## src/design/pdwt_pkg.sv

```systemverilog
// ----------------------------------------------------------------------------
// pdwt_pkg
// Shared types, constants and the quarter-wave sine table for the polar
// detection to world tracker.
// ----------------------------------------------------------------------------
`default_nettype none

package pdwt_pkg;

  localparam int MAX_DETECTIONS_DEF = 2;
  localparam int TRIG_FRAC_BITS_DEF = 14;

  // register indexes on the configuration port
  localparam logic [1:0] CFG_REMOVE_DIST = 2'd0;
  localparam logic [1:0] CFG_RANGE_SCALE = 2'd1;
  localparam logic [1:0] CFG_EMPTY_Y     = 2'd2;

  localparam logic [11:0]        REMOVE_DIST_RST = 12'd650;
  localparam logic [3:0]         RANGE_SCALE_RST = 4'd10;
  localparam logic signed [15:0] EMPTY_Y_RST     = 16'sd1500;

  // heading modulo 360: bias to positive, reciprocal multiply, one correction-free step
  localparam int          DEG_FULL     = 360;
  localparam int          DEG_QUARTER  = 90;
  localparam int          DEG_HALF     = 180;
  localparam int          DEG_3QUARTER = 270;
  localparam int          HDG_BIAS     = 65880;              // 183 * 360
  localparam int          HDG_RECIP_SH = 27;
  localparam logic [18:0] HDG_RECIP    = 19'd372828;         // ceil(2^27 / 360)

  // sequencing of one request
  localparam logic [2:0] STEP_DROP = 3'd1;
  localparam logic [2:0] STEP_LAST = 3'd6;

  typedef struct packed {
    logic signed [15:0] x;
    logic signed [15:0] y;
  } pdwt_pt_t;

  typedef struct packed {
    logic drop;
    logic fill;
  } pdwt_ctl_t;

  typedef struct packed {
    logic     detected;
    pdwt_pt_t first;
    pdwt_pt_t second;
  } pdwt_res_t;

  // sin of 0..90 degrees, Q16
  localparam logic [16:0] SIN_Q16 [0:90] = '{
    17'd0,     17'd1144,  17'd2287,  17'd3430,  17'd4572,  17'd5712,  17'd6850,
    17'd7987,  17'd9121,  17'd10252, 17'd11380, 17'd12505, 17'd13626, 17'd14742,
    17'd15855, 17'd16962, 17'd18064, 17'd19161, 17'd20252, 17'd21336, 17'd22415,
    17'd23486, 17'd24550, 17'd25607, 17'd26656, 17'd27697, 17'd28729, 17'd29753,
    17'd30767, 17'd31772, 17'd32768, 17'd33754, 17'd34729, 17'd35693, 17'd36647,
    17'd37590, 17'd38521, 17'd39441, 17'd40348, 17'd41243, 17'd42126, 17'd42995,
    17'd43852, 17'd44695, 17'd45525, 17'd46341, 17'd47143, 17'd47930, 17'd48703,
    17'd49461, 17'd50203, 17'd50931, 17'd51643, 17'd52339, 17'd53020, 17'd53684,
    17'd54332, 17'd54963, 17'd55578, 17'd56175, 17'd56756, 17'd57319, 17'd57865,
    17'd58393, 17'd58903, 17'd59396, 17'd59870, 17'd60326, 17'd60764, 17'd61183,
    17'd61584, 17'd61966, 17'd62328, 17'd62672, 17'd62997, 17'd63303, 17'd63589,
    17'd63856, 17'd64104, 17'd64332, 17'd64540, 17'd64729, 17'd64898, 17'd65048,
    17'd65177, 17'd65287, 17'd65376, 17'd65446, 17'd65496, 17'd65526, 17'd65536
  };

endpackage

`default_nettype wire

```

## src/design/pdwt_merge.sv

```systemverilog
// ----------------------------------------------------------------------------
// pdwt_merge
// Holds the two tracked slots: range check against the robot, parking,
// shift of the second slot into the first, and fill from the lanes.
// ----------------------------------------------------------------------------
`default_nettype none

module pdwt_merge #(
  parameter int MAX_DETECTIONS = pdwt_pkg::MAX_DETECTIONS_DEF
) (
  input  wire logic               clk,
  input  wire logic               rst_n,
  input  wire pdwt_pkg::pdwt_ctl_t ctl,
  input  wire logic signed [15:0] robot_x,
  input  wire logic signed [15:0] robot_y,
  input  wire logic        [1:0]  det_count,
  input  wire logic        [11:0] remove_dist,
  input  wire logic signed [15:0] empty_y,
  input  wire pdwt_pkg::pdwt_pt_t world [MAX_DETECTIONS],
  output pdwt_pkg::pdwt_res_t     res
);

  pdwt_pkg::pdwt_pt_t s1_r, s1_nxt;
  pdwt_pkg::pdwt_pt_t s2_r, s2_nxt;
  pdwt_pkg::pdwt_pt_t parked;
  pdwt_pkg::pdwt_pt_t d1, d2;
  pdwt_pkg::pdwt_pt_t w2;
  logic        [31:0] sq_r [4];
  logic        [31:0] sq_nxt [4];
  logic signed [16:0] dd [4];
  logic signed [33:0] p [4];
  logic        [32:0] d2sum1, d2sum2;
  logic        [23:0] r2;
  logic        [1:0]  cnt_eff;

  generate
    if (MAX_DETECTIONS > 1) begin : g_two
      assign w2 = world[1];
    end else begin : g_one
      assign w2 = s2_r;
    end
  endgenerate

  always_comb begin
    dd[0] = {robot_x[15], robot_x} - {s1_r.x[15], s1_r.x};
    dd[1] = {robot_y[15], robot_y} - {s1_r.y[15], s1_r.y};
    dd[2] = {robot_x[15], robot_x} - {s2_r.x[15], s2_r.x};
    dd[3] = {robot_y[15], robot_y} - {s2_r.y[15], s2_r.y};
    for (int i = 0; i < 4; i++) begin
      p[i]      = dd[i] * dd[i];
      sq_nxt[i] = p[i][31:0];
    end
    d2sum1 = {1'b0, sq_r[0]} + {1'b0, sq_r[1]};
    d2sum2 = {1'b0, sq_r[2]} + {1'b0, sq_r[3]};
    r2     = remove_dist * remove_dist;
    parked.x = 16'sd0;
    parked.y = empty_y;
    d1 = (d2sum1 > {9'd0, r2}) ? parked : s1_r;
    d2 = (d2sum2 > {9'd0, r2}) ? parked : s2_r;
    cnt_eff = (det_count > 2'(MAX_DETECTIONS)) ? 2'(MAX_DETECTIONS) : det_count;

    res.detected = (cnt_eff != 2'd0);
    res.first    = (cnt_eff >= 2'd1) ? world[0] : s1_r;
    res.second   = (cnt_eff >= 2'd2) ? w2 : s2_r;

    s1_nxt = s1_r;
    s2_nxt = s2_r;
    if (ctl.drop) begin
      if (d2.y != empty_y && d1.y == empty_y) begin
        s1_nxt = d2;
        s2_nxt = parked;
      end else begin
        s1_nxt = d1;
        s2_nxt = d2;
      end
    end else if (ctl.fill) begin
      s1_nxt = res.first;
      s2_nxt = res.second;
    end
  end

  always_ff @(posedge clk) begin
    for (int i = 0; i < 4; i++) begin
      sq_r[i] <= sq_nxt[i];
    end
    if (!rst_n) begin
      s1_r.x <= 16'sd0;
      s1_r.y <= pdwt_pkg::EMPTY_Y_RST;
      s2_r.x <= 16'sd0;
      s2_r.y <= pdwt_pkg::EMPTY_Y_RST;
    end else begin
      s1_r <= s1_nxt;
      s2_r <= s2_nxt;
    end
  end

endmodule

`default_nettype wire

```

## config.mk

```make
export PLATFORM = sky130hd
export DESIGN_NAME = pdwt_merge
export DESIGN_NICKNAME = d
export VERILOG_FILES = /design/src/design/pdwt_pkg.sv /design/src/design/pdwt_merge.sv
export SDC_FILE = /design/constraint.sdc
export NUM_CORES = 2
export LEC_CHECK = 0
export ABC_AREA = 1
export BUFFER_PORTS_ARGS = -buffer_cell sky130_fd_sc_hd__buf_4
export CAP_MARGIN = 10
export CORE_ASPECT_RATIO = 1.5
export CORE_MARGIN = 8
export CORE_UTILIZATION = 65
export DETAILED_ROUTE_END_ITERATION = 10
export PLACE_DENSITY = 0.81
export SYNTH_ARGS = -nofsm -noshare
export SYNTH_HDL_FRONTEND = slang
export SYNTH_SLANG_ARGS = --single-unit
export TNS_END_PERCENT = 1
```

## constraint.sdc

```tcl
create_clock -name clk -period 9.94 [get_ports clk]
set_clock_uncertainty 0.05 [all_clocks]
set_input_delay 0.994 -clock clk [delete_from_list [all_inputs] [get_ports clk]]
set_output_delay 0.994 -clock clk [all_outputs]
set_load 0.005 [all_outputs]
```

Word-level counts from Yosys, hierarchy flattened
Memory sizes are Yosys's and may differ from the RTL's.
Cells that the tools add are included.
- register bits: 64
- memory bits (writable): 128
- input bits: 130
- output and inout port bits: 65
- word-level logic and storage cells: 39
- memories: 1
- add/subtract/negate cells: 6
- $mul: 5
- magnitude comparators: 5
- equal/unequal tests: 3
- mux-type cells: 11
- reduce and logical (&&, ||, !) cells: 4
- memories (name ; words ; width ; read ports ; clocked after memory_dff ; wr ports ; line ; source):
    sq_r ; 4 ; 32 ; 4 ; 0 ; 4 ; pdwt_merge.sv:28 ; logic [31:0] sq_r [4];
- operators by type and width (operator ; number):
    32-bit 2-to-1 mux ; 10
    17-bit by 17-bit multiplier with 32-bit output ; 4
    16-bit by 16-bit subtractor with 17-bit output ; 4
    32-bit by 32-bit adder with 33-bit output ; 2
    33-bit by 24-bit greater-than comparator with 1-bit output ; 2
    12-bit by 12-bit multiplier with 24-bit output ; 1
    16-bit == test ; 1
    16-bit inequality test ; 1
    2-bit nonzero test ; 2
    3-bit by 1-bit inequality test with 1-bit output (second input constant) ; 1
    2-bit by 1-bit >= comparator with 1-bit output (second input constant) ; 1
    2-bit >= comparator (second input constant) ; 1
    2-bit greater-than comparator (second input constant) ; 1
    2-bit 2-to-1 mux ; 1
    2-bit AND reduction ; 1
    1-bit logical AND ; 1

Longest topological paths before layout
An unclocked memory read counts as a cell.
- depth in word-level cells: 8
- gate-level depth with buffers: 54
- depth with buffers taken out: 51

Worst setup path after synthesis
OpenSTA, ideal clock, no wires.
- path kind: input to register
- from: input robot_y[0]
- to: memory sq_r[1][28]
- library setup time: 0.127 ns
- arrival time: 8.373 ns
- required time: 9.763 ns
- path slack: 1.391 ns
- stages on the path: 36
- path through: inv_1 -> ha_1 -> inv_1 -> fa_1 -> a21oi_1 -> nor2_1 -> nor2_1 -> o21ai_0 -> a21oi_1 -> o21ai_0 -> nand3_1 -> nand2_1 -> a2111o_1 -> o21ai_0 -> clkinv_1 -> nor2_1 -> inv_1 -> fa_1 -> inv_1 -> fa_1 -> inv_1 -> fa_1 -> fa_1 -> fa_1 -> inv_1 -> fa_1 -> ha_1 -> nand2_1 -> nor2_1 -> a211oi_1 -> o21ai_0 -> a31oi_1 -> o21ai_0 -> a21boi_0 -> o21ai_0 -> xor2_1
- RTL lines (what ; line ; source):
    from (decl) ; pdwt_merge.sv:15 ; input wire logic signed [15:0] robot_y,
    to (decl) ; pdwt_merge.sv:28 ;

==> results.md <==
* Result of the run: finished clean
* Number of distinct library cells after synthesis at 50
* Clock transition at the register clock pins on the worst setup and hold paths after CTS at around 0.090 ns
* Critical path peak fanout at 16
* Final HPWL from detailed placement at 140 mm
* Placeable core region at roughly 0.085 mm²
* Area of the die at between 0.09 and 0.1 mm²
* Layout net count at a little under 9000
* Commonest non-fill, non-tap cell in the layout: inv_1
* Cell area after synthesis at 0.0551 mm²
* Deepest clock path buffer count at 2
* Critical path endpoint category: flop
* Count of input and output buffers at 194
* CTS tree: built
* Number of hold buffers added after CTS at 0
* Synth Warn # at 0
* CTS sink count at roughly 190
* Routed len/inst at a little under 20 µm
* Worst skew pair latency at roughly 0.54 ns
* Global placement routability congestion at 1.03
* Max-Cap Viols at 0
* Synthesized area per cell at 7.95 µm²
* Final worst path period share at about 92%
* Count of inserted antenna diode cells at 0
* Required time worst endpoint at about 10 ns
* Smallest hold slack at 0.456 ns
* Min Tclk post-route at 9.12 ns
* Leading area contributor after synthesis: fa_1
* Die boundary height at roughly 370 µm
* Vias after detailed routing at approximately 46000
* Highest Clock Rate at around 0.11 GHz
* Setup TNS after final layout at 0 ns
* Horizontal die dimension at between 200 and 300 µm
* H-tree depth reported by CTS at 4
* Unrepaired setup endpoints after global routing: no
* Layout cells sized above 1 at 5.59%
* Pins Over Slew Limit at 0
* Area share of the largest cell type after synthesis at ~40%
* Sort of element at the start of the critical path: input pin
* Instance count of the mapped netlist at roughly 6900
* Commonest non-fill, non-tap cells in the layout: 1788 x inv_1, 1156 x nand2_1, 1111 x fa_1, 649 x nor2_1, 542 x ha_1
* Post-CTS Setup Repair Bufs at 0
* Transition time of the tightest slew-check pin at about 1.2 ns
* Via count of the first global-routing pass at about 50000
* DR iter-0 viols at around 3300
* Gr ovfl total at 0
* Critical path arrival at around 9.5 ns
* Number of vias per cell at 5.55
* Kind of path behind the tightest hold check: flop to flop
* Mapped Nets at about 8700
* Area growth from synthesis to layout at 6.57%
* Cell Rows at 131
* Biggest cell delay along the critical path at slightly below 0.6 ns
* TritonCTS Buffers at 17
* Final setup fails at 0
* Proportion of synthesized chip area in sequential cells at under 10%
* First-pass GRT wire length at 258 mm
* Pin count of the biggest net entering global routing at between 70 and 80
* CP max-delay cell: fa_1
* Area contributors post-synth: fa_1 40%, ha_1 12%, inv_1 12%
* Number of synthesized register bits at about 190
* Count of nets left with antenna violations after detail routing at 0
* Post-cts repair resize count at 0
* Cell occurring most often along the worst timing path: fa_1
* Worst relative slew slack at 22.0%
* Post-route DRC at 0
* Initial Utilization at between 60% and 70%
* Global router's overall resource usage at 35.2%
* Final number of hold-violating endpoints at 0
* Aggregate routed wire length at approximately 160 mm
* Start-to-end type of the worst setup path: input pin to flop
* I/O pin count at 195
* Root buffer cell: clkbuf_16
* Iteration count of the initial detailed-routing pass at 9
* Number of antenna violations at the first check in global routing at 2
through the flow:
step / area [µm²] / setup slack (ns) / util [%] / instances
3_3_place_gp: 58100 / 0.490 / 68.8 / 8202
4_1_cts: 58700 / 0.921 / 69.4 / 8234
2_1_floorplan: 55100 / 1.39 / - / 6930
3_5_place_dp: 58100 / 0.355 / 68.8 / 8202
5_1_grt: 58700 / 0.242 / 69.4 / 8234
6_report: 58700 / 0.818 / 69.4 / 8234
final cells by class:
| cell class | count | area, µm² |
|---|---|---|
| well taps | 1130 | 1410 |
| clock buffers | 17 | 425 |
| multi-input cells | 4768 | 43800 |
| flip-flops and latches | 188 | 3760 |
| inverters | 1810 | 6790 |
| repair buffers | 306 | 2350 |
| fillers | 7112 | 25800 |
| clock inverters | 15 | 163 |
final timing paths:
check,from,end,slack [ns],depth (start not counted)
hold / removal,s2_r[10]$_SDFFE_PN1P_,s2_r[10]$_SDFFE_PN1P_,0.46,2
setup / recovery,robot_y[0],sq_r[3][31]$_DFF_P_,0.82,40
setup reg to reg,s2_r[16]$_SDFFE_PN0P_,sq_r[2][31]$_DFF_P_,0.93,33
hold reg to reg,s2_r[10]$_SDFFE_PN1P_,s2_r[10]$_SDFFE_PN1P_,0.46,2
routing by layer:
layer,part of all wire [%],GRT usage [%]
met4,9.5,27.2
met3,6.3,5.14
met2,50,61.2
met5,0.017,0
met1,34,38.1
Yosys cell counts (all sizes together):
master      n
dfxtp     188
nor3       33
nand4      43
or3         1
a211oi      9
a311oi      1
o2111ai     3
nand3     244
clkbuf    126
a21boi     12
buf        38
inv      1796
nor4        4
o31ai       5
and3        3
o211ai      3
a2111o      1
fa       1111
a21o       10
nor2      657
a22oi       9
nand3b      2
or2        28
clkinv     14
a31oi      17
xor2      171
ha        542
nand2    1166
a21oi     309
and2        2
xnor2     106
o21ai     243
o21a        3
o21bai     28
o221ai      2
flip-flops by register name, summed over array words and instances, names as in the netlist:
signal	cells
s1_r	32
s2_r	32
sq_r	124
cells by family (layout without fill, tap and decap cells):
logic type | after synthesis | count (layout) | synth area share (%)
adders and majority gates | 1653 | 1653 | 52.7
AOI/OAI and AO/OA | 655 | 655 | 6.43
xor gates and xnor gates | 277 | 277 | 4.40
DFF | 188 | 188 | 6.83
buffers and inverters | 1974 | 2148 | 13.7
and+or+nand+nor | 2183 | 2183 | 16.0
worst max-delay path: cells and delay by family:
kind            cells  cell delay (ns)
compound gates     10             2.04
xor+xnor            2             0.63
fa+ha+maj           9             3.66
buf+inv             9             1.01
simple gates       10             1.18
Power is left out: the tool's default activity adds up to more than one toggle a clock period on the data nets, which glitch-free logic cannot reach.
