`src/design/pdwt_pkg.sv`:
```
// ----------------------------------------------------------------------------
// pdwt_pkg
// Shared types, constants and the quarter-wave sine table for the polar
// detection to world tracker.
// ----------------------------------------------------------------------------
`default_nettype none

package pdwt_pkg;

  localparam int MAX_DETECTIONS_DEF = 2;
  localparam int TRIG_FRAC_BITS_DEF = 14;

  // register indexes on the configuration port
  localparam logic [1:0] CFG_REMOVE_DIST = 2'd0;
  localparam logic [1:0] CFG_RANGE_SCALE = 2'd1;
  localparam logic [1:0] CFG_EMPTY_Y     = 2'd2;

  localparam logic [11:0]        REMOVE_DIST_RST = 12'd650;
  localparam logic [3:0]         RANGE_SCALE_RST = 4'd10;
  localparam logic signed [15:0] EMPTY_Y_RST     = 16'sd1500;

  // heading modulo 360: bias to positive, reciprocal multiply, one correction-free step
  localparam int          DEG_FULL     = 360;
  localparam int          DEG_QUARTER  = 90;
  localparam int          DEG_HALF     = 180;
  localparam int          DEG_3QUARTER = 270;
  localparam int          HDG_BIAS     = 65880;              // 183 * 360
  localparam int          HDG_RECIP_SH = 27;
  localparam logic [18:0] HDG_RECIP    = 19'd372828;         // ceil(2^27 / 360)

  // sequencing of one request
  localparam logic [2:0] STEP_DROP = 3'd1;
  localparam logic [2:0] STEP_LAST = 3'd6;

  typedef struct packed {
    logic signed [15:0] x;
    logic signed [15:0] y;
  } pdwt_pt_t;

  typedef struct packed {
    logic drop;
    logic fill;
  } pdwt_ctl_t;

  typedef struct packed {
    logic     detected;
    pdwt_pt_t first;
    pdwt_pt_t second;
  } pdwt_res_t;

  // sin of 0..90 degrees, Q16
  localparam logic [16:0] SIN_Q16 [0:90] = '{
    17'd0,     17'd1144,  17'd2287,  17'd3430,  17'd4572,  17'd5712,  17'd6850,
    17'd7987,  17'd9121,  17'd10252, 17'd11380, 17'd12505, 17'd13626, 17'd14742,
    17'd15855, 17'd16962, 17'd18064, 17'd19161, 17'd20252, 17'd21336, 17'd22415,
    17'd23486, 17'd24550, 17'd25607, 17'd26656, 17'd27697, 17'd28729, 17'd29753,
    17'd30767, 17'd31772, 17'd32768, 17'd33754, 17'd34729, 17'd35693, 17'd36647,
    17'd37590, 17'd38521, 17'd39441, 17'd40348, 17'd41243, 17'd42126, 17'd42995,
    17'd43852, 17'd44695, 17'd45525, 17'd46341, 17'd47143, 17'd47930, 17'd48703,
    17'd49461, 17'd50203, 17'd50931, 17'd51643, 17'd52339, 17'd53020, 17'd53684,
    17'd54332, 17'd54963, 17'd55578, 17'd56175, 17'd56756, 17'd57319, 17'd57865,
    17'd58393, 17'd58903, 17'd59396, 17'd59870, 17'd60326, 17'd60764, 17'd61183,
    17'd61584, 17'd61966, 17'd62328, 17'd62672, 17'd62997, 17'd63303, 17'd63589,
    17'd63856, 17'd64104, 17'd64332, 17'd64540, 17'd64729, 17'd64898, 17'd65048,
    17'd65177, 17'd65287, 17'd65376, 17'd65446, 17'd65496, 17'd65526, 17'd65536
  };

endpackage

`default_nettype wire

```
`src/design/pdwt_lane.sv`:
```
// ----------------------------------------------------------------------------
// pdwt_lane
// One detection to world coordinates: angle, sine/cosine lookup,
// range multiply, scale and saturating add. Four register stages.
// ----------------------------------------------------------------------------
`default_nettype none

module pdwt_lane #(
  parameter int TRIG_FRAC_BITS = pdwt_pkg::TRIG_FRAC_BITS_DEF
) (
  input  wire logic               clk,
  input  wire logic        [8:0]  hmod,
  input  wire logic        [9:0]  det_dist,
  input  wire logic        [8:0]  bearing,
  input  wire logic signed [15:0] robot_x,
  input  wire logic signed [15:0] robot_y,
  input  wire logic        [3:0]  range_scale,
  output pdwt_pkg::pdwt_pt_t      world
);

  localparam int F   = TRIG_FRAC_BITS;
  localparam int SH  = 16 - F;
  localparam int RND = (SH > 0) ? (1 << (SH - 1)) : 0;

  typedef struct packed {
    logic       neg;
    logic [6:0] idx;
  } quad_t;

  function automatic quad_t fold(input logic [8:0] a);
    quad_t q;
    if (a <= 9'(pdwt_pkg::DEG_QUARTER)) begin
      q.neg = 1'b0;
      q.idx = a[6:0];
    end else if (a <= 9'(pdwt_pkg::DEG_HALF)) begin
      q.neg = 1'b0;
      q.idx = 7'(9'(pdwt_pkg::DEG_HALF) - a);
    end else if (a <= 9'(pdwt_pkg::DEG_3QUARTER)) begin
      q.neg = 1'b1;
      q.idx = 7'(a - 9'(pdwt_pkg::DEG_HALF));
    end else begin
      q.neg = 1'b1;
      q.idx = 7'(9'(pdwt_pkg::DEG_FULL) - a);
    end
    return q;
  endfunction

  function automatic logic [F:0] scale_rom(input logic [6:0] idx);
    logic [17:0] s;
    s = {1'b0, pdwt_pkg::SIN_Q16[idx]} + 18'(RND);
    s = s >> SH;
    return s[F:0];
  endfunction

  function automatic logic signed [15:0] place(input logic signed [15:0] base,
                                               input logic neg, input logic [9:0] rel,
                                               input logic [3:0] sc);
    logic        [13:0] m;
    logic signed [17:0] off;
    logic signed [17:0] sum;
    m   = rel * sc;
    off = neg ? -$signed({4'b0, m}) : $signed({4'b0, m});
    sum = {{2{base[15]}}, base} + off;
    if (sum > 18'sd32767) return 16'sh7fff;
    if (sum < -18'sd32768) return 16'sh8000;
    return sum[15:0];
  endfunction

  logic [9:0]  t;
  logic [9:0]  t1;
  logic [8:0]  ang_nxt;
  logic [9:0]  angc_sum;
  logic [8:0]  angc_nxt;
  logic [8:0]  ang_r;
  logic [8:0]  angc_r;
  quad_t       qs;
  quad_t       qc;
  logic        sneg_r;
  logic        cneg_r;
  logic [F:0]  smag_r;
  logic [F:0]  cmag_r;
  logic [F+10:0] sprod;
  logic [F+10:0] cprod;
  logic        yneg_r;
  logic        xneg_r;
  logic [9:0]  yrel_r;
  logic [9:0]  xrel_r;
  pdwt_pkg::pdwt_pt_t world_r;

  always_comb begin
    t = {1'b0, bearing} + {1'b0, hmod};
    if (t >= 10'(2 * pdwt_pkg::DEG_FULL)) begin
      t1 = t - 10'(2 * pdwt_pkg::DEG_FULL);
    end else if (t >= 10'(pdwt_pkg::DEG_FULL)) begin
      t1 = t - 10'(pdwt_pkg::DEG_FULL);
    end else begin
      t1 = t;
    end
    ang_nxt  = (t1 == 10'd0) ? 9'd0 : 9'(10'(pdwt_pkg::DEG_FULL) - t1);
    angc_sum = {1'b0, ang_nxt} + 10'(pdwt_pkg::DEG_QUARTER);
    angc_nxt = (angc_sum >= 10'(pdwt_pkg::DEG_FULL)) ?
               9'(angc_sum - 10'(pdwt_pkg::DEG_FULL)) : angc_sum[8:0];
    qs    = fold(ang_r);
    qc    = fold(angc_r);
    sprod = det_dist * smag_r;
    cprod = det_dist * cmag_r;
  end

  always_ff @(posedge clk) begin
    ang_r     <= ang_nxt;
    angc_r    <= angc_nxt;
    sneg_r    <= qs.neg;
    cneg_r    <= qc.neg;
    smag_r    <= scale_rom(qs.idx);
    cmag_r    <= scale_rom(qc.idx);
    yneg_r    <= sneg_r;
    xneg_r    <= cneg_r;
    yrel_r    <= sprod[F+9:F];
    xrel_r    <= cprod[F+9:F];
    world_r.x <= place(robot_x, xneg_r, xrel_r, range_scale);
    world_r.y <= place(robot_y, yneg_r, yrel_r, range_scale);
  end

  assign world = world_r;

endmodule

`default_nettype wire

```
`config.mk`:
```
export PLATFORM = sky130hd
export DESIGN_NAME = pdwt_lane
export DESIGN_NICKNAME = d
export VERILOG_FILES = /design/src/design/pdwt_pkg.sv /design/src/design/pdwt_lane.sv
export SDC_FILE = /design/constraint.sdc
export NUM_CORES = 1
export LEC_CHECK = 0
export BUFFER_PORTS_ARGS = -buffer_cell sky130_fd_sc_hd__clkbuf_2
export CAP_MARGIN = 0
export CORE_MARGIN = 2
export CORE_UTILIZATION = 55
export CTS_CLUSTER_DIAMETER = 200
export CTS_CLUSTER_SIZE = 25
export DETAILED_ROUTE_END_ITERATION = 10
export GPL_TIMING_DRIVEN = 0
export PLACE_DENSITY = 0.84
export SYNTH_ARGS = -nofsm -noshare
export SYNTH_HDL_FRONTEND = slang
export SYNTH_SLANG_ARGS = --single-unit
```
`constraint.sdc`:
```
create_clock -name clk -period 6.3 [get_ports clk]
set_input_delay 0.63 -clock clk [delete_from_list [all_inputs] [get_ports clk]]
set_output_delay 0.63 -clock clk [all_outputs]
set_load 0.02 [all_outputs]
```
Word level (Yosys, flattened, before mapping)
Memory sizes are Yosys's and may differ from the RTL's.
Index checks and enable logic that the tools add are counted.

word-level totals
  bits of input ports = 65
  logic and storage cells = 86
  output and inout bits = 32
  memory bits (read-only) = 4,352
  register bits after elaboration = 104
  memories = 2

operators by class
  reductions and logical operators = 3
  add/sub/neg operators = 18
  $lt $le $gt $ge = 15
  multipliers = 4
  muxes and demuxes = 30
  bitwise operators = 2

memory list
  name              depth  width  read ports  clocked after Yosys merged registers in  write ports  RTL line         RTL
  (name not given)  128    17     1           0                                        0            pdwt_lane.sv:50  s = {1'b0, pdwt_pkg::SIN_Q16[idx]} + 18'(RND);
  (name not given)  128    17     1           0                                        0            pdwt_lane.sv:50

operator list
  operator                                                                               number
  16-bit 2-to-1 mux                                                                      8
  17-bit 2-to-1 mux                                                                      4
  10-bit by 15-bit multiplier with 24-bit output                                         2
  7-bit 2-to-1 mux                                                                       6
  18-bit adder                                                                           2
  18-bit by 16-bit greater-than comparator with 1-bit output (second input constant)     2
  18-bit by 16-bit < comparator with 1-bit output (second input constant)                2
  18-bit 2-to-1 mux                                                                      2
  14-bit negation with 18-bit output                                                     2
  17-bit by 2-bit adder with 17-bit output (second input constant)                       2
  10-bit by 4-bit multiplier with 14-bit output                                          2
  10-bit by 9-bit greater-or-equal comparator with 1-bit output (second input constant)  2
  10-bit 2-to-1 mux                                                                      2
  9-bit by 7-bit <= comparator with 1-bit output (second input constant)                 2
  9-bit by 8-bit <= comparator with 1-bit output (second input constant)                 2
  9-bit <= comparator (second input constant)                                            2
  9-bit 2-to-1 mux                                                                       2
  8-bit greater-or-equal comparator (second input constant)                              2
  7-bit NOT with 8-bit output                                                            2
  6-bit by 7-bit subtractor with 7-bit output (first input constant)                     2
  7-bit by 6-bit subtractor with 7-bit output (second input constant)                    2
  7-bit subtractor (first input constant)                                                2
  9-bit by 7-bit adder with 10-bit output (second input constant)                        1
  9-bit by 9-bit adder with 10-bit output                                                1
  other kinds (8)                                                                        14

Longest topological paths before layout
  word-level depth = 9
  depth in mapped cells = 28
  gate-level depth less buffers = 26

Worst setup path after synthesis
No wires, ideal clock.

  kind = input port to flip-flop
  start = input range_scale[3]
  end = register world_r (netlist bit world[12])
  setup time = 0.134 ns
  arrival = 6.262 ns
  stages = 22
  data required time = 6.166 ns
  path slack = -0.096 ns
  buffers on the path = 2
  path through = clkbuf_1 -> nand2_1 -> fa_1 -> fa_1 -> inv_1 -> fa_1 -> xor2_1 -> or3_1 -> or3_1 -> or3_1 -> or3_1 -> or3b_1 -> nand2_1 -> xnor2_1 -> ha_1 -> a21oi_1 -> nand2_1 -> o21ai_0 -> o311ai_0 -> a21oi_1 -> clkbuf_1 -> o21ai_0

on the way
  longest elaborated chain between the ends = 9
  elaborated cells on any way between the ends = 12
  classes of those cells = add/sub: 2; mul: 1; order compare: 2; mux: 7

RTL lines
  element                                          RTL line         RTL
  start: declaration                               pdwt_lane.sv:17  input wire logic [3:0] range_scale,
  10-bit by 4-bit multiplier with 14-bit output *  pdwt_lane.sv:61  m = rel * sc;
  14-bit negation with 18-bit output               pdwt_lane.sv:62  off = neg ? -$signed({4'b0, m}) : $signed({4'b0, m});
  18-bit 2-to-1 mux *                              pdwt_lane.sv:62
  18-bit adder *                                   pdwt_lane.sv:63  sum = {{2{base[15]}}, base} + off;
  18-bit by 16-bit < comparator with 1-bit output  pdwt_lane.sv:65  if (sum < -18'sd32768) return 16'sh8000;
  1-bit 2-to-1 mux (2 in a row)                    pdwt_lane.sv:65
  16-bit 2-to-1 mux                                pdwt_lane.sv:66  return sum[15:0];
  16-bit 2-to-1 mux *                              pdwt_lane.sv:65
  end: declaration                                 pdwt_lane.sv:88  pdwt_pkg::pdwt_pt_t world_r;

Mark *: on every way between the ends. The rest lies on a longest branch, timed or not. The select of a mux whose other input is x is not followed.
A chain may end at the register's enable or synchronous reset.

Final worst setup path
  start = input range_scale[3]
  end = register world_r (netlist bit world[5])

The elaborated chain is that of the path after synthesis.

==> results.ini <==
[sta]
fmax_ghz = 0.163
min_period_ps = 6150
drv_slew = 0
slew_headroom = 0.251
finalCritPeriodShare = 0.976
clock_skew_ps = 15.6
finalHoldViolCount = 0
setup_slack_ps = 154
worst_pin_slew_ps = 1120
setup_violations = 0

[drt]
drtIter0Drc = 1894
vias = 21100
avgRoutedWirePerCell_um = 20.1
viasPerCell = 6.23
drcViolationCount = 0
ant_nets = 0
finalWirelength_um = 68200
first_pass_iters = 6

[synthesis]
yosysUniqueCellTypes = 108
syn_nets = 3294
synth_common_cells = nand2_1, inv_1, fa_1, ha_1, and2_1
syn_area_um2 = 21900
ys_ff_latch = 103
yosys_warnings = 0
muxShareOfSynthArea = 0.0198
synth_area_leaders = fa_1, ha_1, dfxtp_1
synth_top_family_by_area = adder cells
async_reset_ff_frac = 0
synth_xor_area_frac = 0.0586
synth_top_cell_by_area = fa_1
synth_edf_count = 0
synthAdderAreaFrac = 0.349
synth_flop_cell = dfxtp_1
yosysSeqAreaShare = 0.0942
synth_compound_area_frac = 0.190
yosysMostFrequentCell = nand2_1
syn_inst = 2760
yosys.area_share.simple = 0.204
postSynthAreaPerCell_um2 = 7.93
synth_top_area_frac = 0.215

[floorplan]
num_io_pins = 97
dieArea_um2 = 41400
die_x_um = 203
dieHeight_um = 203
core_area_um2 = 39500
initial_core_util = 0.554
rows = 73

[hold_path]
hp-class = reg -> reg

[place]
place_ws_ps = -926
place_hpwl_um = 52600
port_buffers = 86
gp_congestion = 0.983

[layout]
drive_above_1_share = 0.0947
antenna_cells = 0
fillers = 3411
area_delta_synth_final_pct = 8.12
finalNetCount = 3390

[worst_setup_path]
required_ps = 6580
path_class = in -> reg
r2r_setup_slack_ps = 230
start_kind = input pin
crit_path_end_kind = register
cp_max_fo = 10
cp_data_arrival_time_ps = 6430

[clock_tree]
cts.path.max_buffers = 2
ctsHoldBuffers = 0
numCtsBuffers = 9
path_clk_slew_ps = 90
insertion_delay_ps = 390
htree_levels = 3
clock-sinks = 103
cts_tree = yes
cts-root-buf = clkbuf_16

[run_status]
status = complete, no violations

[grt]
busiest_layer = met2
use_met1 = 0.408
grt_util_met3 = 0.0577
use_met2 = 0.566
antenna_found_initial = 1
first_global_vias = 21500
grt_pass1_wl_um = 110000
grt_start_max_net_pins = 21
overflow = 0
grtUsageTotal = 0.331

[flow_run]
drv_cap = 0

[state kept, by name, indices dropped and copies added (netlist names)]
| register | flops |
|---|---|
| cneg_r | 1 |
| sneg_r | 1 |
| smag_r | 15 |
| yneg_r | 1 |
| yrel_r | 10 |
| angc_r | 9 |
| xneg_r | 1 |
| world | 32 |
| ang_r | 8 |
| cmag_r | 15 |
| xrel_r | 10 |
[final timing paths]
kind                                   startpoint             endpoint  cells past startpoint
worst min register to register  cneg_r$_SDFF_PP0_       xneg_r$_DFF_P_                      0
worst min-delay path            cneg_r$_SDFF_PP0_       xneg_r$_DFF_P_                      0
worst max register to register  smag_r[7]$_DFF_P_    yrel_r[9]$_DFF_P_                     17
worst max-delay path               range_scale[3]  world[5]$_SDFF_PN1_                     25
[logic make-up after synthesis]
family / count (synthesis)
xor gates and xnor gates: 138
AOI/OAI and AO/OA: 596
DFF: 103
buffers and inverters: 482
muxes: 37
adders and majority gates: 469
and+or+nand+nor: 935
[critical path, cell delays in order]
cell      delay (ps)
clkbuf_2         170
and2_1           190
fa_1             530
inv_1             50
fa_1             530
inv_1             40
ha_1             320
a21o_1           200
a21oi_2          210
o21bai_1         140
a21oi_2          210
xnor2_1          130
or3_1            410
or3_1            360
or3b_1           390
nand2_1          100
xnor2_1          150
ha_1             300
and3_1           170
a211oi_2         320
a21oi_2          120
xnor2_2          190
a21oi_4          220
buf_2            230
o21ai_0          100
[cell usage in the layout, fill, tap and decap left out, types with 13 or more instances in the layout]
cell,count
a31oi_1,29
nand2b_1,16
mux2i_1,25
and2_1,182
nand3_1,44
nand4_1,14
fa_1,234
buf_2,26
inv_1,315
nor2_1,148
nor3_1,49
a21o_1,34
o21ai_0,93
buf_4,15
a311oi_1,15
xnor2_1,96
clkbuf_1,86
a21oi_2,15
ha_1,234
or3_1,26
clkbuf_2,99
nand2_1,393
dfxtp_1,99
o31ai_1,16
a21oi_1,114
o211ai_1,36
a211oi_1,33
xor2_1,29
and3_1,13
o21a_1,24
[per-layer routing]
layer	vias to the layer above	routed length [um]
met5	-	10
met4	2	3060
met3	242	5750
met2	1144	32700
met1	10200	26600
li1	9512	-
[layout make-up]
| cell class | instances | area [um^2] | share of cell area |
|---|---|---|---|
| inverter | 323 | 1220 | 0.0515 |
| clock inverter | 7 | 97.6 | 0.00413 |
| clock buffer | 9 | 225 | 0.00952 |
| tap | 525 | 657 | 0.0278 |
| sequential | 103 | 2070 | 0.0874 |
| multi-input combinational | 2175 | 18200 | 0.771 |
| buffer | 146 | 644 | 0.0272 |
| timing repair buffer | 98 | 518 | 0.0219 |
[through the flow]
stage                     hold WS (ps)  cell area (um^2)  std cells  TNS, ps  utilization
final                              338             23700       3386        0        0.600
after global routing               351             23700       3386    -1600        0.600
after CTS                          338             23400       3387        0        0.593
after detailed placement           318             23000       3371   -41100        0.582
after global placement             314             23000       3371   -34720        0.582
after floorplan                    310             21900       2760        0            -
[what timing repair did]
action                     CTS  global route
buffers inserted             2             9
cloned                       0             1
resized for setup           34            73
pin swaps                    4            14
setup endpoints to repair   62            57
Power is left out: the tool's default activity adds up to more than one toggle a clock period on the data nets, which glitch-free logic cannot reach.
