--- config.mk ---
export PLATFORM = sky130hd
export DESIGN_NAME = pdwt_hdg
export DESIGN_NICKNAME = d
export VERILOG_FILES = /design/src/design/pdwt_pkg.sv /design/src/design/pdwt_hdg.sv
export SDC_FILE = /design/constraint.sdc
export NUM_CORES = 1
export LEC_CHECK = 0
export BUFFER_PORTS_ARGS = -buffer_cell sky130_fd_sc_hd__buf_4
export CAP_MARGIN = 15
export CORE_UTILIZATION = 35
export DETAILED_ROUTE_END_ITERATION = 10
export PLACE_DENSITY = 0.54
export SETUP_SLACK_MARGIN = 0.1
export SLEW_MARGIN = 30
export SYNTH_ARGS = -nofsm -noshare
export SYNTH_HDL_FRONTEND = slang
export SYNTH_SLANG_ARGS = --single-unit
export TNS_END_PERCENT = 30
--- constraint.sdc ---
create_clock -name clk -period 9.7 [get_ports clk]
set_clock_uncertainty 0.1 [all_clocks]
set_input_delay 1.455 -clock clk [delete_from_list [all_inputs] [get_ports clk]]
set_output_delay 1.455 -clock clk [all_outputs]
set_load 0.02 [all_outputs]
--- src/design/pdwt_pkg.sv ---
// ----------------------------------------------------------------------------
// pdwt_pkg
// Shared types, constants and the quarter-wave sine table for the polar
// detection to world tracker.
// ----------------------------------------------------------------------------
`default_nettype none

package pdwt_pkg;

  localparam int MAX_DETECTIONS_DEF = 2;
  localparam int TRIG_FRAC_BITS_DEF = 14;

  // register indexes on the configuration port
  localparam logic [1:0] CFG_REMOVE_DIST = 2'd0;
  localparam logic [1:0] CFG_RANGE_SCALE = 2'd1;
  localparam logic [1:0] CFG_EMPTY_Y     = 2'd2;

  localparam logic [11:0]        REMOVE_DIST_RST = 12'd650;
  localparam logic [3:0]         RANGE_SCALE_RST = 4'd10;
  localparam logic signed [15:0] EMPTY_Y_RST     = 16'sd1500;

  // heading modulo 360: bias to positive, reciprocal multiply, one correction-free step
  localparam int          DEG_FULL     = 360;
  localparam int          DEG_QUARTER  = 90;
  localparam int          DEG_HALF     = 180;
  localparam int          DEG_3QUARTER = 270;
  localparam int          HDG_BIAS     = 65880;              // 183 * 360
  localparam int          HDG_RECIP_SH = 27;
  localparam logic [18:0] HDG_RECIP    = 19'd372828;         // ceil(2^27 / 360)

  // sequencing of one request
  localparam logic [2:0] STEP_DROP = 3'd1;
  localparam logic [2:0] STEP_LAST = 3'd6;

  typedef struct packed {
    logic signed [15:0] x;
    logic signed [15:0] y;
  } pdwt_pt_t;

  typedef struct packed {
    logic drop;
    logic fill;
  } pdwt_ctl_t;

  typedef struct packed {
    logic     detected;
    pdwt_pt_t first;
    pdwt_pt_t second;
  } pdwt_res_t;

  // sin of 0..90 degrees, Q16
  localparam logic [16:0] SIN_Q16 [0:90] = '{
    17'd0,     17'd1144,  17'd2287,  17'd3430,  17'd4572,  17'd5712,  17'd6850,
    17'd7987,  17'd9121,  17'd10252, 17'd11380, 17'd12505, 17'd13626, 17'd14742,
    17'd15855, 17'd16962, 17'd18064, 17'd19161, 17'd20252, 17'd21336, 17'd22415,
    17'd23486, 17'd24550, 17'd25607, 17'd26656, 17'd27697, 17'd28729, 17'd29753,
    17'd30767, 17'd31772, 17'd32768, 17'd33754, 17'd34729, 17'd35693, 17'd36647,
    17'd37590, 17'd38521, 17'd39441, 17'd40348, 17'd41243, 17'd42126, 17'd42995,
    17'd43852, 17'd44695, 17'd45525, 17'd46341, 17'd47143, 17'd47930, 17'd48703,
    17'd49461, 17'd50203, 17'd50931, 17'd51643, 17'd52339, 17'd53020, 17'd53684,
    17'd54332, 17'd54963, 17'd55578, 17'd56175, 17'd56756, 17'd57319, 17'd57865,
    17'd58393, 17'd58903, 17'd59396, 17'd59870, 17'd60326, 17'd60764, 17'd61183,
    17'd61584, 17'd61966, 17'd62328, 17'd62672, 17'd62997, 17'd63303, 17'd63589,
    17'd63856, 17'd64104, 17'd64332, 17'd64540, 17'd64729, 17'd64898, 17'd65048,
    17'd65177, 17'd65287, 17'd65376, 17'd65446, 17'd65496, 17'd65526, 17'd65536
  };

endpackage

`default_nettype wire

--- src/design/pdwt_hdg.sv ---
// ----------------------------------------------------------------------------
// pdwt_hdg
// Heading in whole degrees (floor of raw / 16) reduced modulo 360.
// Two register stages: reciprocal multiply, then remainder.
// ----------------------------------------------------------------------------
`default_nettype none

module pdwt_hdg (
  input  wire logic               clk,
  input  wire logic signed [20:0] heading_raw,
  output logic        [8:0]       hmod
);

  logic        [18:0] biased;
  logic        [17:0] u_nxt;
  logic        [36:0] prod;
  logic        [17:0] u_r;
  logic        [8:0]  q_r;
  logic        [17:0] qmul;
  logic        [17:0] rem;
  logic        [8:0]  hmod_r;

  always_comb begin
    biased = {{2{heading_raw[20]}}, heading_raw[20:4]} + 19'(pdwt_pkg::HDG_BIAS);
    u_nxt  = biased[17:0];
    prod   = u_nxt * pdwt_pkg::HDG_RECIP;
    qmul   = 18'(q_r * 18'(pdwt_pkg::DEG_FULL));
    rem    = u_r - qmul;
  end

  always_ff @(posedge clk) begin
    u_r    <= u_nxt;
    q_r    <= prod[pdwt_pkg::HDG_RECIP_SH+8:pdwt_pkg::HDG_RECIP_SH];
    hmod_r <= rem[8:0];
  end

  assign hmod = hmod_r;

endmodule

`default_nettype wire

Yosys cells after proc, flatten, opt, wreduce, memory -nomap -nowiden. Index checks and enable logic that the tools add are counted.

Flip-flop bits (word level): 27. Output and inout bits: 9. Logic and storage cells: 7.

Add/sub/neg operators: 2. Multipliers: 2.

Operator list (number): $mul A18 B17 Y34 const B (1); $add A17 B18 Y18 const B (1); $mul A9 B6 Y6 const B (1); $sub A9 B9 Y9 (1).

Logic depth before layout (Yosys ltp). Gate-level depths: netlist of run 1.

Depth in word-level cells: 2. Depth in mapped cells: 25. Gate-level depth less buffers: 25.

Worst setup path before layout of run 1. No wires, ideal clock.

Path kind: input-to-reg. From: input heading_raw[7]. To: register q_r[4]. Library setup time: 0.095 ns. Data arrival time: 7.332 ns. Data required time: 9.505 ns. Slack: 2.173 ns. Stages on the path: 25. Path buffers: 0. Cell sequence: inv_1 -> ha_1 -> inv_1 -> a21oi_1 -> inv_1 -> a21oi_1 -> xnor2_1 -> ha_1 -> fa_1 -> inv_1 -> fa_1 -> inv_1 -> fa_1 -> inv_1 -> fa_1 -> fa_1 -> inv_1 -> ha_1 -> a21oi_1 -> nor2_1 -> o211ai_1 -> a21boi_1 -> nand2b_1 -> or4_1 -> o311ai_1.

Cells in the longest elaborated chain, start to end: 2.

RTL lines: from (decl) (line pdwt_hdg.sv:10) `input wire logic signed [20:0] heading_raw,`; $add A17 B18 Y18 (line pdwt_hdg.sv:24) `biased = {{2{heading_raw[20]}}, heading_raw[20:4]} + 19'(pdwt_pkg::HDG_BIAS);`; $mul A18 B17 Y34 (line pdwt_hdg.sv:26) `prod = u_nxt * pdwt_pkg::HDG_RECIP;`; named net prod[31] (line pdwt_hdg.sv:16) `logic [36:0] prod;`; to (signal assigned) (line pdwt_hdg.sv:33) `q_r <= prod[pdwt_pkg::HDG_RECIP_SH+8:pdwt_pkg::HDG_RECIP_SH];`; to (decl) (line pdwt_hdg.sv:18) `logic [8:0] q_r;`.

The timed path passes the listed nets, and every way through them passes these cells.

Worst setup path after layout of run 1.
From: input heading_raw[7]. To: register q_r[4].

Cells in the longest elaborated chain, start to end: 2.

RTL lines: $add A17 B18 Y18 (line pdwt_hdg.sv:24); named net biased[3] (line pdwt_hdg.sv:14) `logic [18:0] biased;`; $mul A18 B17 Y34 (line pdwt_hdg.sv:26); named net prod[31] (line pdwt_hdg.sv:16).

The timed path passes the listed nets, and every way through them passes these cells.

==> reports/results.tsv, run 1 <==
stage	metric	value	unit
clock_network	Hold-fix buffers, CTS	0	
synthesis	top_reg_cell synth	dfxtp_1	
clock_network	TritonCTS Buffers	3	
floorplanning	Die Width	131	µm
drt	Total Wirelength	11700	µm
synthesis	Syn Nets	862	
final_layout	Layout Nets	894	
synthesis	Synth Area per Inst	9.35	µm²
floorplanning	height of the die	131	µm
synthesis	Seq/Total Area, Yosys	8.30	%
drt	DRT iter0 DRCs	89	
synthesis	synth warn	0	
floorplanning	total core area	0.0160	mm²
drt	Vias/cell	4.38	
floorplanning	Ports	31	
final_layout	cell area after layout	0.00637	mm²
critical_path	maximum single-stage delay on the critical path	0.63	ns
critical_path	crit start category	input pin	
timing	Setup TNS Final	0	ns
global_routing	vias in the first global route	4241	
synthesis	Post-synth EDFFs	0	
critical_path	CP dominant cell by count	inv_1	
global_routing	gr usage total	15.7	%
floorplanning	Starting Density	36.2	%
critical_path	CP max FO	7	
timing	Fin. Hold Viols	0	
drt	routed wire length per instance	13.5	µm
min_path	hold depth	0	
synthesis	asr flop ratio synth	0	%
drt	antenna viol nets, final	0	
min_path	Hold Crit Class	flip-flop to flip-flop	
final_layout	layout cells sized above 1	6.62	%
drt	via count of the routed design	3794	
synthesis	Cells after Synth	619	
clock_network	CTS tree	done	
clock_network	CTS Sinks	24	
timing	RSZ-0062 raised after global routing	false	
final_layout	synthesis-to-layout area growth	9.99	%
critical_path	Setup CP Type	input pin to flip-flop	
global_routing	antenna violations before repair	0	
placed_design	Port Buffers	26	
run_status	status	finished clean	
floorplanning	die area	0.0171	mm²
floorplanning	Core Rows	46	
critical_path	Reg-to-Reg End	hmod[8]	
clock_network	clock slew at reported path FFs	0.07	ns
placed_design	final RePlAce weighted congestion	0.837	
min_path	Hold Path End	hmod[1]	
timing	final setup margin	1.31	ns
timing	Slew @ Worst Pin	0.882	ns
placed_design	Area after DPL	0.00626	mm²
critical_path	R2R depth	10	
placed_design	Worst Setup Slack post-DPL	1.05	ns
synthesis	Synth Register Bits	24	
final_layout	Inserted Diodes	0	
timing	Min Clock Period, post-route	8.39	ns
clock_network	CTS resizes	0	
critical_path	crit path DAT	8.46	ns
critical_path	CP bufs+invs	8	
critical_path	nature of the critical path endpoint	flip-flop	
critical_path	Worst path top cell family by delay	adder cells	
critical_path	R2R setup slack	7.12	ns
timing	Peak Freq	119	MHz
timing	# setup viols final	0	
drt	DRT Pass-1 Iters	4	
synthesis	Netlist Area Pre-Place	0.00579	mm²
timing	Final Slew Violations	0	
timing	worst relative slew slack	40.8	%
global_routing	first-pass GRT wire length	20400	µm
clock_network	# Post-CTS Setup Buffers	0	
global_routing	Overflow after GRT	0	
placed_design	DP HPWL	10700	µm
global_routing	largest net degree at the start of global routing	15	
critical_path	CP required	9.78	ns
critical_path	slowest CP cell	a21oi_1	
clock_network	CTS Root Cell	clkbuf_16	
clock_network	latest clock arrival within the worst-skew pair	0.27	ns
synthesis	Unique masters post-synth	43	
critical_path	worst reg2reg path startpoint	q_r[2]	
drt	DRC	0	
final_layout	fin cells	866	
flow_run	Max Cap Violations	0	
min_path	Hold Crit Start	u_r[1]	
timing	part of the cycle the worst path needs	86.4	%
placed_design	Placed Cells	862	
clock_network	H-tree Lvls	1	
clock_network	CTS Buffer Depth	2	
[per-stage QoR]
stage	utilization [%]	hold WS, ns
floorplan	-	0.210
global placement	39.1	0.218
detailed placement	39.1	0.217
CTS	39.8	0.233
global route	39.8	0.246
finish	39.8	0.230
[cells in the mapped netlist, types with 2 or more instances]
master	count	area (µm²)
nand2b_1	4	25.0
a21o_1	4	30.0
nor3_1	3	15.0
nor2_1	12	45.0
nand3_1	7	35.0
ha_1	130	1630
a21oi_1	18	90.1
dfxtp_1	24	480
nor2b_1	6	37.5
nand4_1	2	12.5
fa_1	91	1820
inv_1	232	871
a21oi_2	2	17.5
xor2_1	14	123
xnor2_1	27	236
a41oi_1	2	17.5
or4_1	2	15.0
nand2_1	10	37.5
o21ai_0	5	25.0
[worst max-delay path by stage]
| stage | startpoint | endpoint | slack [ns] | depth (start not counted) |
|---|---|---|---|---|
| after floorplan | heading_raw[7] | q_r[4] | 2.17 | 25 |
| after global placement | heading_raw[7] | q_r[4] | 1.14 | 26 |
| after detailed placement | heading_raw[7] | q_r[4] | 1.05 | 26 |
| after CTS | heading_raw[7] | q_r[4] | 1.32 | 26 |
| after global routing | heading_raw[7] | q_r[4] | 0.97 | 26 |
| final | heading_raw[7] | q_r[4] | 1.31 | 26 |
[placed cells by master (no fill, tap or decap), types with 2 or more instances in the layout]
cell	n
buf_4	27
fa_1	91
nand2_1	10
a21oi_2	2
nor3_1	3
a21o_1	4
a41oi_1	2
clkbuf_16	3
ha_1	130
dfxtp_1	24
nor2_1	12
inv_1	232
nor2b_1	6
o21ai_0	5
xnor2_1	27
nand4_1	2
xor2_1	14
a21oi_1	18
nand3_1	7
nand2b_1	4
or4_1	2
[layout make-up]
| type | instances | area [µm²] |
|---|---|---|
| multi-input cells | 362 | 4430 |
| clock inverters | 1 | 30.0 |
| inverters | 233 | 875 |
| flip-flops and latches | 24 | 480 |
| fillers | 1663 | 9630 |
| clock buffers | 3 | 75.1 |
| repair buffers | 27 | 203 |
| well taps | 216 | 270 |
[logic make-up (layout without fill, tap and decap cells)]
| logic type | count (synthesis) | after routing | share of synthesized area, % |
|---|---|---|---|
| AND/OR/NAND/NOR | 55 | 55 | 5.17 |
| buffers and inverters | 233 | 264 | 15.1 |
| flip-flops | 24 | 24 | 8.30 |
| adder cells (fa/ha/maj) | 221 | 221 | 59.6 |
| AO/OA/AOI/OAI | 45 | 45 | 5.64 |
| XOR/XNOR | 41 | 41 | 6.20 |
[flip-flops by register name (all words and copies together), names as in the netlist]
| register | count |
|---|---|
| q_r | 6 |
| u_r | 9 |
| hmod | 9 |
[metal layers]
layer  vias to the layer above  global-route usage (%)  wire length, µm
met1                      1835                    21.1             5760
met2                        45                    27.4             5670
met4                         0                    2.57               87
met3                         4                    1.91              216
li1                       1910                       -                -
met5                         -                       0                0
Power of run 1 is left out: the tool's default activity adds up to more than one toggle a clock period on the data nets, which glitch-free logic cannot reach.
==> run 2, diff against run 1 <==
Settings changed: CTS_BUF_LIST set to sky130_fd_sc_hd__clkbuf_4 sky130_fd_sc_hd__clkbuf_8, HOLD_SLACK_MARGIN set to 0.05.
==> reports/results.tsv, run 2 (same netlist as run 1, synthesis figures left out) <==
stage	metric	value	unit	change
clock_network	latest clock arrival within the worst-skew pair	0.29	ns	+0.02 ns
drt	Total Wirelength	11700	µm	-0.60%
timing	# setup viols final	0		unchanged
clock_network	CTS tree	done		
timing	Setup TNS Final	0	ns	unchanged
critical_path	Worst path top cell family by delay	adder cells		
clock_network	CTS resizes	0		unchanged
global_routing	first-pass GRT wire length	20300	µm	-0.64%
clock_network	TritonCTS Buffers	3		unchanged
drt	via count of the routed design	3781		-0.34%
critical_path	CP bufs+invs	8		unchanged
critical_path	slowest CP cell	a21oi_1		
timing	Min Clock Period, post-route	8.33	ns	-0.0567 ns
flow_run	Max Cap Violations	0		unchanged
placed_design	final RePlAce weighted congestion	0.837		unchanged
drt	Vias/cell	4.37		-0.34%
run_status	status	finished clean		
drt	DRT iter0 DRCs	100		+12%
critical_path	CP required	9.80	ns	+0.02 ns
critical_path	R2R depth	10		unchanged
final_layout	most common cell after layout, fill and taps aside	inv_1		
final_layout	cell area after layout	0.00633	mm²	-0.53%
timing	Final Slew Violations	0		unchanged
placed_design	Port Buffers	26		unchanged
min_path	Hold Crit Start	u_r[1]		
clock_network	CTS Root Cell	clkbuf_8		
critical_path	R2R setup slack	7.11	ns	about the same
global_routing	vias in the first global route	4226		-0.35%
critical_path	CP max FO	7		unchanged
clock_network	CTS Buffer Depth	2		unchanged
clock_network	Hold-fix buffers, CTS	0		unchanged
floorplanning	Core Rows	46		unchanged
floorplanning	die area	0.0171	mm²	unchanged
critical_path	Setup CP Type	input pin to flip-flop		
global_routing	largest net degree at the start of global routing	15		unchanged
timing	part of the cycle the worst path needs	85.9	%	-0.58 points
timing	worst relative slew slack	38.9	%	-1.9 points
min_path	Hold Crit Class	flip-flop to flip-flop		
floorplanning	height of the die	131	µm	unchanged
clock_network	CTS Sinks	24		unchanged
clock_network	clock slew at reported path FFs	0.10	ns	+0.03 ns
critical_path	crit path DAT	8.43	ns	-0.03 ns
timing	Peak Freq	120	MHz	+0.68%
floorplanning	Starting Density	36.2	%	unchanged
placed_design	DP HPWL	10700	µm	unchanged
critical_path	crit start category	input pin		
placed_design	Area after DPL	0.00626	mm²	unchanged
floorplanning	Ports	31		unchanged
final_layout	most frequent cells in the layout	232 x inv_1, 130 x ha_1, 91 x fa_1, 27 x xnor2_1, 27 x buf_4		
global_routing	antenna violations before repair	0		unchanged
critical_path	maximum single-stage delay on the critical path	0.62	ns	about the same
global_routing	gr usage total	15.5	%	-0.22 points
final_layout	final core occ	39.6	%	-0.21 points
final_layout	layout cells sized above 1	6.62	%	unchanged
critical_path	nature of the critical path endpoint	flip-flop		
final_layout	synthesis-to-layout area growth	9.40	%	
floorplanning	Die Width	131	µm	unchanged
final_layout	Layout Nets	894		unchanged
critical_path	worst reg2reg path startpoint	q_r[2]		
timing	Fin. Hold Viols	0		unchanged
min_path	hold depth	0		unchanged
drt	routed wire length per instance	13.5	µm	-0.60%
floorplanning	total core area	0.0160	mm²	unchanged
critical_path	Reg-to-Reg End	hmod[8]		
drt	antenna viol nets, final	0		unchanged
drt	DRT Pass-1 Iters	4		unchanged
critical_path	CP dominant cell by count	inv_1		
clock_network	H-tree Lvls	1		unchanged
clock_network	# Post-CTS Setup Buffers	0		unchanged
global_routing	Overflow after GRT	0		unchanged
final_layout	Inserted Diodes	0		unchanged
timing	Slew @ Worst Pin	0.911	ns	+0.0287 ns
min_path	Hold Path End	hmod[1]		
timing	RSZ-0062 raised after global routing	false		
drt	DRC	0		unchanged
## run 2: cell types whose count changed in the layout (fill, tap and decap cells not counted)
cell / change
clkbuf_16: -3
clkbuf_8: +3
## run 2: metrics by stage
step	setup WS, ns	cells	hold WS, ns
after floorplan	2.17	619	0.210
after global placement	1.14	862	0.218
after detailed placement	1.05	862	0.217
after CTS	1.34	866	0.240
after global routing	0.999	866	0.252
final	1.37	866	0.238
## run 2: layout make-up
class | count | area [µm²]
timing repair buffer | 27 | 203
multi-input combinational | 362 | 4430
inverter | 233 | 875
tap | 216 | 270
clock buffer | 3 | 41.3
sequential | 24 | 480
clock inverter | 1 | 30.0
fill | 1668 | 9670
## run 2: worst max path at each step
stage,depth (start not counted),endpoint,slack (ns),startpoint
detailed placement,26,q_r[4],1.05,heading_raw[7]
global placement,26,q_r[4],1.14,heading_raw[7]
CTS,26,q_r[4],1.34,heading_raw[7]
global route,26,q_r[4],1.0,heading_raw[7]
finish,26,q_r[4],1.37,heading_raw[7]
floorplan,25,q_r[4],2.17,heading_raw[7]
## run 2: per-layer routing
layer  vias to the layer above  wire length, µm  track usage [%]  share of wire (%)
met5                         -                0                0                  0
met4                         0               85             1.42               0.73
met3                         6              235             1.91                2.0
met2                        42             5610             27.1                 48
met1                      1822             5740             21.1                 49
li1                       1911                -                -                  -
Power of run 2 is left out for the same reason.
